**src/sv/che_pkg.sv**
```systemverilog
`default_nettype none
// ---------------------------------------------------------------------------
// che_pkg
// Shared types and constants for the clipped histogram equalizer.
// ---------------------------------------------------------------------------
package che_pkg;

    localparam int LEVELS      = 256;
    localparam int LVL_W       = 8;
    localparam int LVL_CNT_W   = 9;
    localparam int CNT_W       = 21;
    localparam int NUM_W       = 29;
    localparam int STEP_W      = 3;
    localparam logic [CNT_W-1:0] MAX_PIXELS = 21'd1048576;
    localparam logic [7:0] FULL_SCALE = 8'd255;
    localparam logic [8:0] MAX_LIGHT_RST = 9'd160;
    localparam logic [8:0] LEVELS_9 = 9'd256;

    typedef enum logic {
        MODE_COUNT = 1'b0,
        MODE_MAP   = 1'b1
    } mode_t;

    typedef struct packed {
        logic       mode;
        logic [7:0] pixel;
    } in_item_t;

    typedef struct packed {
        logic [7:0] mapped_pixel;
        logic       degenerate;
    } out_item_t;

    typedef enum logic [3:0] {
        S_IDLE,
        S_CNT_WR,
        S_BLD_BASE,
        S_BLD_RD,
        S_BLD_ACC,
        S_BLD_MUL,
        S_BLD_DIV,
        S_BLD_WR,
        S_MAP_OUT
    } state_t;

    // controller to datapath
    typedef struct packed {
        logic accept;
        logic cnt_rd;
        logic cnt_wr;
        logic bld_init;
        logic bld_base;
        logic bld_rd;
        logic bld_acc;
        logic bld_mul;
        logic bld_div;
        logic bld_wr;
        logic set_ready;
        logic map_rd_in;
        logic map_rd_lat;
        logic out_load;
    } cmd_t;

    // datapath to controller
    typedef struct packed {
        logic tbl_ready;
        logic total_full;
        logic lvl_done;
        logic lvl_active;
        logic div_last;
        logic out_free;
    } sts_t;

endpackage

`default_nettype wire

```
**src/sv/che_ctrl.sv**
```systemverilog
`default_nettype none
// ---------------------------------------------------------------------------
// che_ctrl
// Sequencer for counting, table build and lookup.
// ---------------------------------------------------------------------------
module che_ctrl
    import che_pkg::*;
(
    input  wire logic     clk,
    input  wire logic     rst_n,
    input  wire logic     in_valid,
    output logic          in_ready,
    input  wire logic     in_mode,
    input  wire sts_t     sts,
    output cmd_t          cmd
);

    state_t state_reg, state_next;
    logic   acc;

    assign in_ready = (state_reg == S_IDLE);
    assign acc      = in_valid && in_ready;

    always_ff @(posedge clk or negedge rst_n)
    begin
        if (!rst_n)
        begin
            state_reg <= S_IDLE;
        end
        else
        begin
            state_reg <= state_next;
        end
    end

    // next state
    always_comb
    begin
        state_next = state_reg;
        case (state_reg)
            S_IDLE:
            begin
                if (acc)
                begin
                    if (in_mode == MODE_COUNT)
                    begin
                        state_next = sts.total_full ? S_IDLE : S_CNT_WR;
                    end
                    else
                    begin
                        state_next = sts.tbl_ready ? S_MAP_OUT : S_BLD_BASE;
                    end
                end
            end
            S_CNT_WR:   state_next = S_IDLE;
            S_BLD_BASE: state_next = S_BLD_RD;
            S_BLD_RD:   state_next = sts.lvl_done ? S_MAP_OUT : S_BLD_ACC;
            S_BLD_ACC:  state_next = sts.lvl_active ? S_BLD_MUL : S_BLD_WR;
            S_BLD_MUL:  state_next = S_BLD_DIV;
            S_BLD_DIV:  state_next = sts.div_last ? S_BLD_WR : S_BLD_DIV;
            S_BLD_WR:   state_next = S_BLD_RD;
            S_MAP_OUT:  state_next = sts.out_free ? S_IDLE : S_MAP_OUT;
            default:    state_next = S_IDLE;
        endcase
    end

    // commands
    always_comb
    begin
        cmd = '0;
        case (state_reg)
            S_IDLE:
            begin
                cmd.accept = acc;
                if (acc)
                begin
                    if (in_mode == MODE_COUNT)
                    begin
                        cmd.cnt_rd = !sts.total_full;
                    end
                    else if (sts.tbl_ready)
                    begin
                        cmd.map_rd_in = 1'b1;
                    end
                    else
                    begin
                        cmd.bld_init = 1'b1;
                    end
                end
            end
            S_CNT_WR:   cmd.cnt_wr   = 1'b1;
            S_BLD_BASE: cmd.bld_base = 1'b1;
            S_BLD_RD:
            begin
                if (sts.lvl_done)
                begin
                    cmd.set_ready  = 1'b1;
                    cmd.map_rd_lat = 1'b1;
                end
                else
                begin
                    cmd.bld_rd = 1'b1;
                end
            end
            S_BLD_ACC:  cmd.bld_acc  = 1'b1;
            S_BLD_MUL:  cmd.bld_mul  = 1'b1;
            S_BLD_DIV:  cmd.bld_div  = 1'b1;
            S_BLD_WR:   cmd.bld_wr   = 1'b1;
            S_MAP_OUT:  cmd.out_load = sts.out_free;
            default:    cmd = '0;
        endcase
    end

endmodule

`default_nettype wire

```
**config.mk**
```make
export PLATFORM = sky130hd
export DESIGN_NAME = che_ctrl
export DESIGN_NICKNAME = d
export VERILOG_FILES = /design/src/sv/che_pkg.sv /design/src/sv/che_ctrl.sv
export SDC_FILE = /design/constraint.sdc
export NUM_CORES = 1
export LEC_CHECK = 0
export ABC_CLOCK_PERIOD_IN_PS = 2680
export BUFFER_PORTS_ARGS = -buffer_cell sky130_fd_sc_hd__buf_2
export CORE_AREA = 2 2 39 41
export CTS_CLUSTER_SIZE = 30
export DETAILED_ROUTE_END_ITERATION = 6
export DIE_AREA = 0 0 41 43
export MAX_ROUTING_LAYER = met4
export PLACE_DENSITY = 0.62
export SYNTH_ARGS = -nofsm -noshare
export SYNTH_HDL_FRONTEND = slang
export SYNTH_SLANG_ARGS = --single-unit
```
**constraint.sdc**
```tcl
create_clock -name clk -period 2.68 [get_ports clk]
set_input_delay 0.134 -clock clk [delete_from_list [all_inputs] [get_ports clk]]
set_output_delay 0.134 -clock clk [all_outputs]
set_load 0.005 [all_outputs]
```
# Word-level counts from Yosys, hierarchy flattened
# Index checks and enable logic that the tools add are counted.
[totals]
register_bits = 4
inputBits = 10
output_inout_bits = 15
elab_cells = 45
[op_classes]
n_eq_ne = 9
muxes = 31
reduce_logical = 4
[op_table]
columns = ["op", "n"]
rows = [
  ["4-bit case mux with 7 select lines", 1],
  ["1-bit two-way mux", 23],
  ["4-bit two-way mux", 5],
  ["4-bit by 3-bit equality test with 1-bit output, second input constant", 4],
  ["4-bit by 2-bit equality test with 1-bit output, second input constant", 2],
  ["4-bit by 1-bit equality test with 1-bit output, second input constant", 1],
  ["4-bit equality test, second input constant", 1],
  ["4-bit logical NOT", 1],
  ["2-bit two-way mux", 2],
  ["2-bit by 1-bit inequality test with 1-bit output, second input constant", 1],
  ["2-bit OR reduction", 1],
  ["1-bit logical AND", 1],
  ["1-bit logical NOT", 1],
]

# Depth between registers and ports, before layout
[logic_depth]
word_depth = 4
mapped_depth = 5
depth_no_buf = 4

# Worst setup path before layout
# No wires, ideal clock.
[synth_path]
path_kind = "register to output"
from = "reg state_reg[0]"
to = "out cmd[2] in the netlist's numbering"
arrival_time_ns = 1.206
t_required_ns = 2.546
path_slack_ns = 1.340
stages_incl_launch_ff = 6
n_path_buf = 1
path_cell_list = "dfrtp_1 -> buf_4 -> nor4_4 -> nand2_2 -> inv_2 -> and3_1"
[synth_rtl]
columns = ["item", "line", "text"]
rows = [
  ["start, declared", "che_ctrl.sv:18", "state_t state_reg, state_next;"],
  ["start signal, assigned", "che_ctrl.sv:32", "state_reg <= state_next;"],
  ["end, declared", "che_ctrl.sv:15", "output cmd_t cmd"],
]

==> results.sh <==
export IMPL_largest_reg_flops=4
export IMPL_ctsRootBufferMaster="clkbuf_4"
export IMPL_leakagePower_nw=0.283
export IMPL_fin_crit_ns=1.75
export IMPL_cts_clk_slew_worst_paths_ns=0.04
export IMPL_cts_sinks=4
export IMPL_maxSlewViolCount=0
export IMPL_rsz0062_at_grt="false"
export IMPL_critPathTopFamily="simple AND/OR/NAND/NOR gates"
export IMPL_wl_per_cell_um=10.8
export IMPL_crit_path_end_kind="output port"
export IMPL_cp_start_kind="flop"
export IMPL_switching_share_pct=46.9
export IMPL_peakVddDrop_mv=0.313
export IMPL_synth_cell_types=23
export IMPL_max_cap_violations=0
export IMPL_hpwl_um=793
export IMPL_finalClockSkew_ns=0.00439
export IMPL_placed_cell_area_um2=513
export IMPL_p_comb_share_pct=51.6
export IMPL_grt_usage_pct=14.5
export IMPL_fin_tns_setup_ns=0
export IMPL_layout_cells_non_filler=91
export IMPL_power_density_mw_per_mm2=857
export IMPL_power_total_uw=467
export IMPL_clockPowerShare_pct=16.2
export IMPL_syn_avg_cell_area_um2=7.80
export IMPL_numCtsBuffers=3
export IMPL_vias_per_cell=4.79
export IMPL_p_sw_uw=219
export IMPL_status="completed"
export IMPL_crit_chain="nor4_4 -> nand2_2 -> inv_2 -> and3_1 -> buf_2"
export IMPL_drive_gt1_share_pct=44.0
export IMPL_fin_ws_ns=0.928
export IMPL_drc=0
export IMPL_nets=87
export IMPL_ys_seq_elements=4
export IMPL_ant_nets=0
export IMPL_setup_viol=0
export IMPL_detail_route_first_pass_iterations=4
export IMPL_dieArea_mm2=0.00176
export IMPL_required_ns=2.55
export IMPL_finalCritPeriodShare_pct=65.4
export IMPL_fmax_mhz=571
export IMPL_grt_pass1_vias=380
export IMPL_syn_area_um2=398
export IMPL_fp_row_count=14
export IMPL_min_path_type="input port to flop"
export IMPL_final_hold_viol_count=0
export IMPL_numPlacedInstances=87
export IMPL_crit_arrival_ns=1.62
export IMPL_utilization_pct=39.4
export IMPL_relSlewSlack_pct=69.1
export IMPL_n_antenna_cell=0
export IMPL_clk_path_buf_depth=2
export IMPL_critPathSlowestCell="dfrtp_1"
export IMPL_synthCells=51
export IMPL_path_buf_inv=2
export IMPL_p_seq_share_pct=32.2
export IMPL_area_delta_synth_final_pct=37.1
export IMPL_path_max_fanout=12
export IMPL_critPathKind="flop to output port"
export IMPL_die_x_um=41
export IMPL_grt_pass1_wl_mm=1.64
export IMPL_cts_resized=0
export IMPL_synth_yosys_seq_area_share_pct=25.2
export IMPL_yosys_warnings=0
export IMPL_stdcell_area_um2=546
export IMPL_htreeDepth=1
export IMPL_cts_tree="built"
export IMPL_synthFlopType="dfrtp_1"
export IMPL_crit_path_max_incr_delay_ns=0.53
export IMPL_antenna_found_initial=0
export IMPL_drt_iter0_markers=9
export IMPL_synthesis_nets=61
export IMPL_wirelength_um=980
export IMPL_die_h_um=43
export IMPL_coreArea_mm2=0.00138
export IMPL_tightest_slew_ns=0.464
export IMPL_place_congestion=0.673
export IMPL_insertion_delay_ns=0.24
export IMPL_start_util_pct=28.8
export IMPL_grt_ovfl_total=0
export IMPL_synth_enable_flop_cells=0
export IMPL_hold_ws_ns=0.164
export IMPL_ios=25
export IMPL_async_flop_share_pct=100
export IMPL_vias=436
export IMPL_placement_io_buffers=24
export IMPL_grt_max_degree=14
export IMPL_post_place_ws_ns=1.19
export IMPL_power_internal_uw=248
==> cells by family after synthesis <==
family	after synthesis	share of synthesized area (%)
buffers and inverters	6	8.17
AOI/OAI and AO/OA	9	12.9
DFF	4	25.2
and+or+nand+nor	32	53.8
==> cell usage after synthesis, types with 2 or more instances <==
library cell,number,share of area [%]
a21oi_1,5,6.3
buf_2,2,2.5
buf_4,2,3.8
dfrtp_1,4,25
nand2_2,2,3.1
nand2b_1,4,6.3
nor2_1,10,9.4
nor2b_1,2,3.1
nor3_1,5,6.3
nor4b_1,2,4.4
==> worst paths after layout <==
check	from	end	slack (ns)	cells past startpoint
setup / recovery	state_reg[3]$_DFFE_PN0P_	cmd[2]	0.93	5
hold / removal	sts[0]	state_reg[3]$_DFFE_PN0P_	0.16	3
setup reg to reg	state_reg[2]$_DFFE_PN0P_	state_reg[0]$_DFFE_PN0P_	1.32	4
hold reg to reg	state_reg[3]$_DFFE_PN0P_	state_reg[2]$_DFFE_PN0P_	0.77	1
max in group asynchronous	rst_n	state_reg[2]$_DFFE_PN0P_	2.32	2
min in group asynchronous	rst_n	state_reg[1]$_DFFE_PN0P_	0.23	2
==> power groups by stage <==
stage	Sequential [mW]	Clock (mW)	Combinational, mW
after floorplan	0.104	0	0.216
after global placement	0.150	0	0.240
after detailed placement	0.151	0	0.241
after CTS	0.150	0.0793	0.243
after global routing	0.161	0.0832	0.276
final	0.150	0.0759	0.241
==> cell usage in the layout (no fill, tap or decap), types with 2 or more instances in the layout <==
master,netlist,layout
nor2b_1,2,2
nor3_1,5,5
buf_2,2,24
clkbuf_4,0,3
nand2b_1,4,4
dfrtp_1,4,4
nor4b_1,2,2
nand2_2,2,2
a21oi_1,5,5
nor2_1,10,10
==> per-layer routing <==
layer | vias to the layer above | track usage (%) | wire, um
met5 | - | - | 0
met2 | 22 | 18.4 | 449
met4 | 0 | 10.0 | 0
li1 | 230 | - | -
met1 | 184 | 19.5 | 436
met3 | 0 | 3.14 | 93
==> worst reg2reg max path, stage by stage (launching register included) <==
cell      delay (ns)
dfrtp_1         0.62
nand2b_1        0.19
nor2_1          0.19
a22oi_1         0.11
a21oi_1         0.17
==> cell type report <==
cell class	count	area, um^2
Clock buffer	3	22.5
Fill cell	155	838
Inverter	2	7.51
Multi-Input combinational cell	41	265
Sequential cell	4	100
Tap cell	16	20.0
Timing Repair Buffer	25	130
==> what timing repair did <==
action / 4_1_cts / 5_1_grt
endpoints found under the hold margin: 4 / 0
setup buffers: 0 / 0
hold buffers: 1 / 0
No activity file was read; power rests on OpenSTA's default activity.
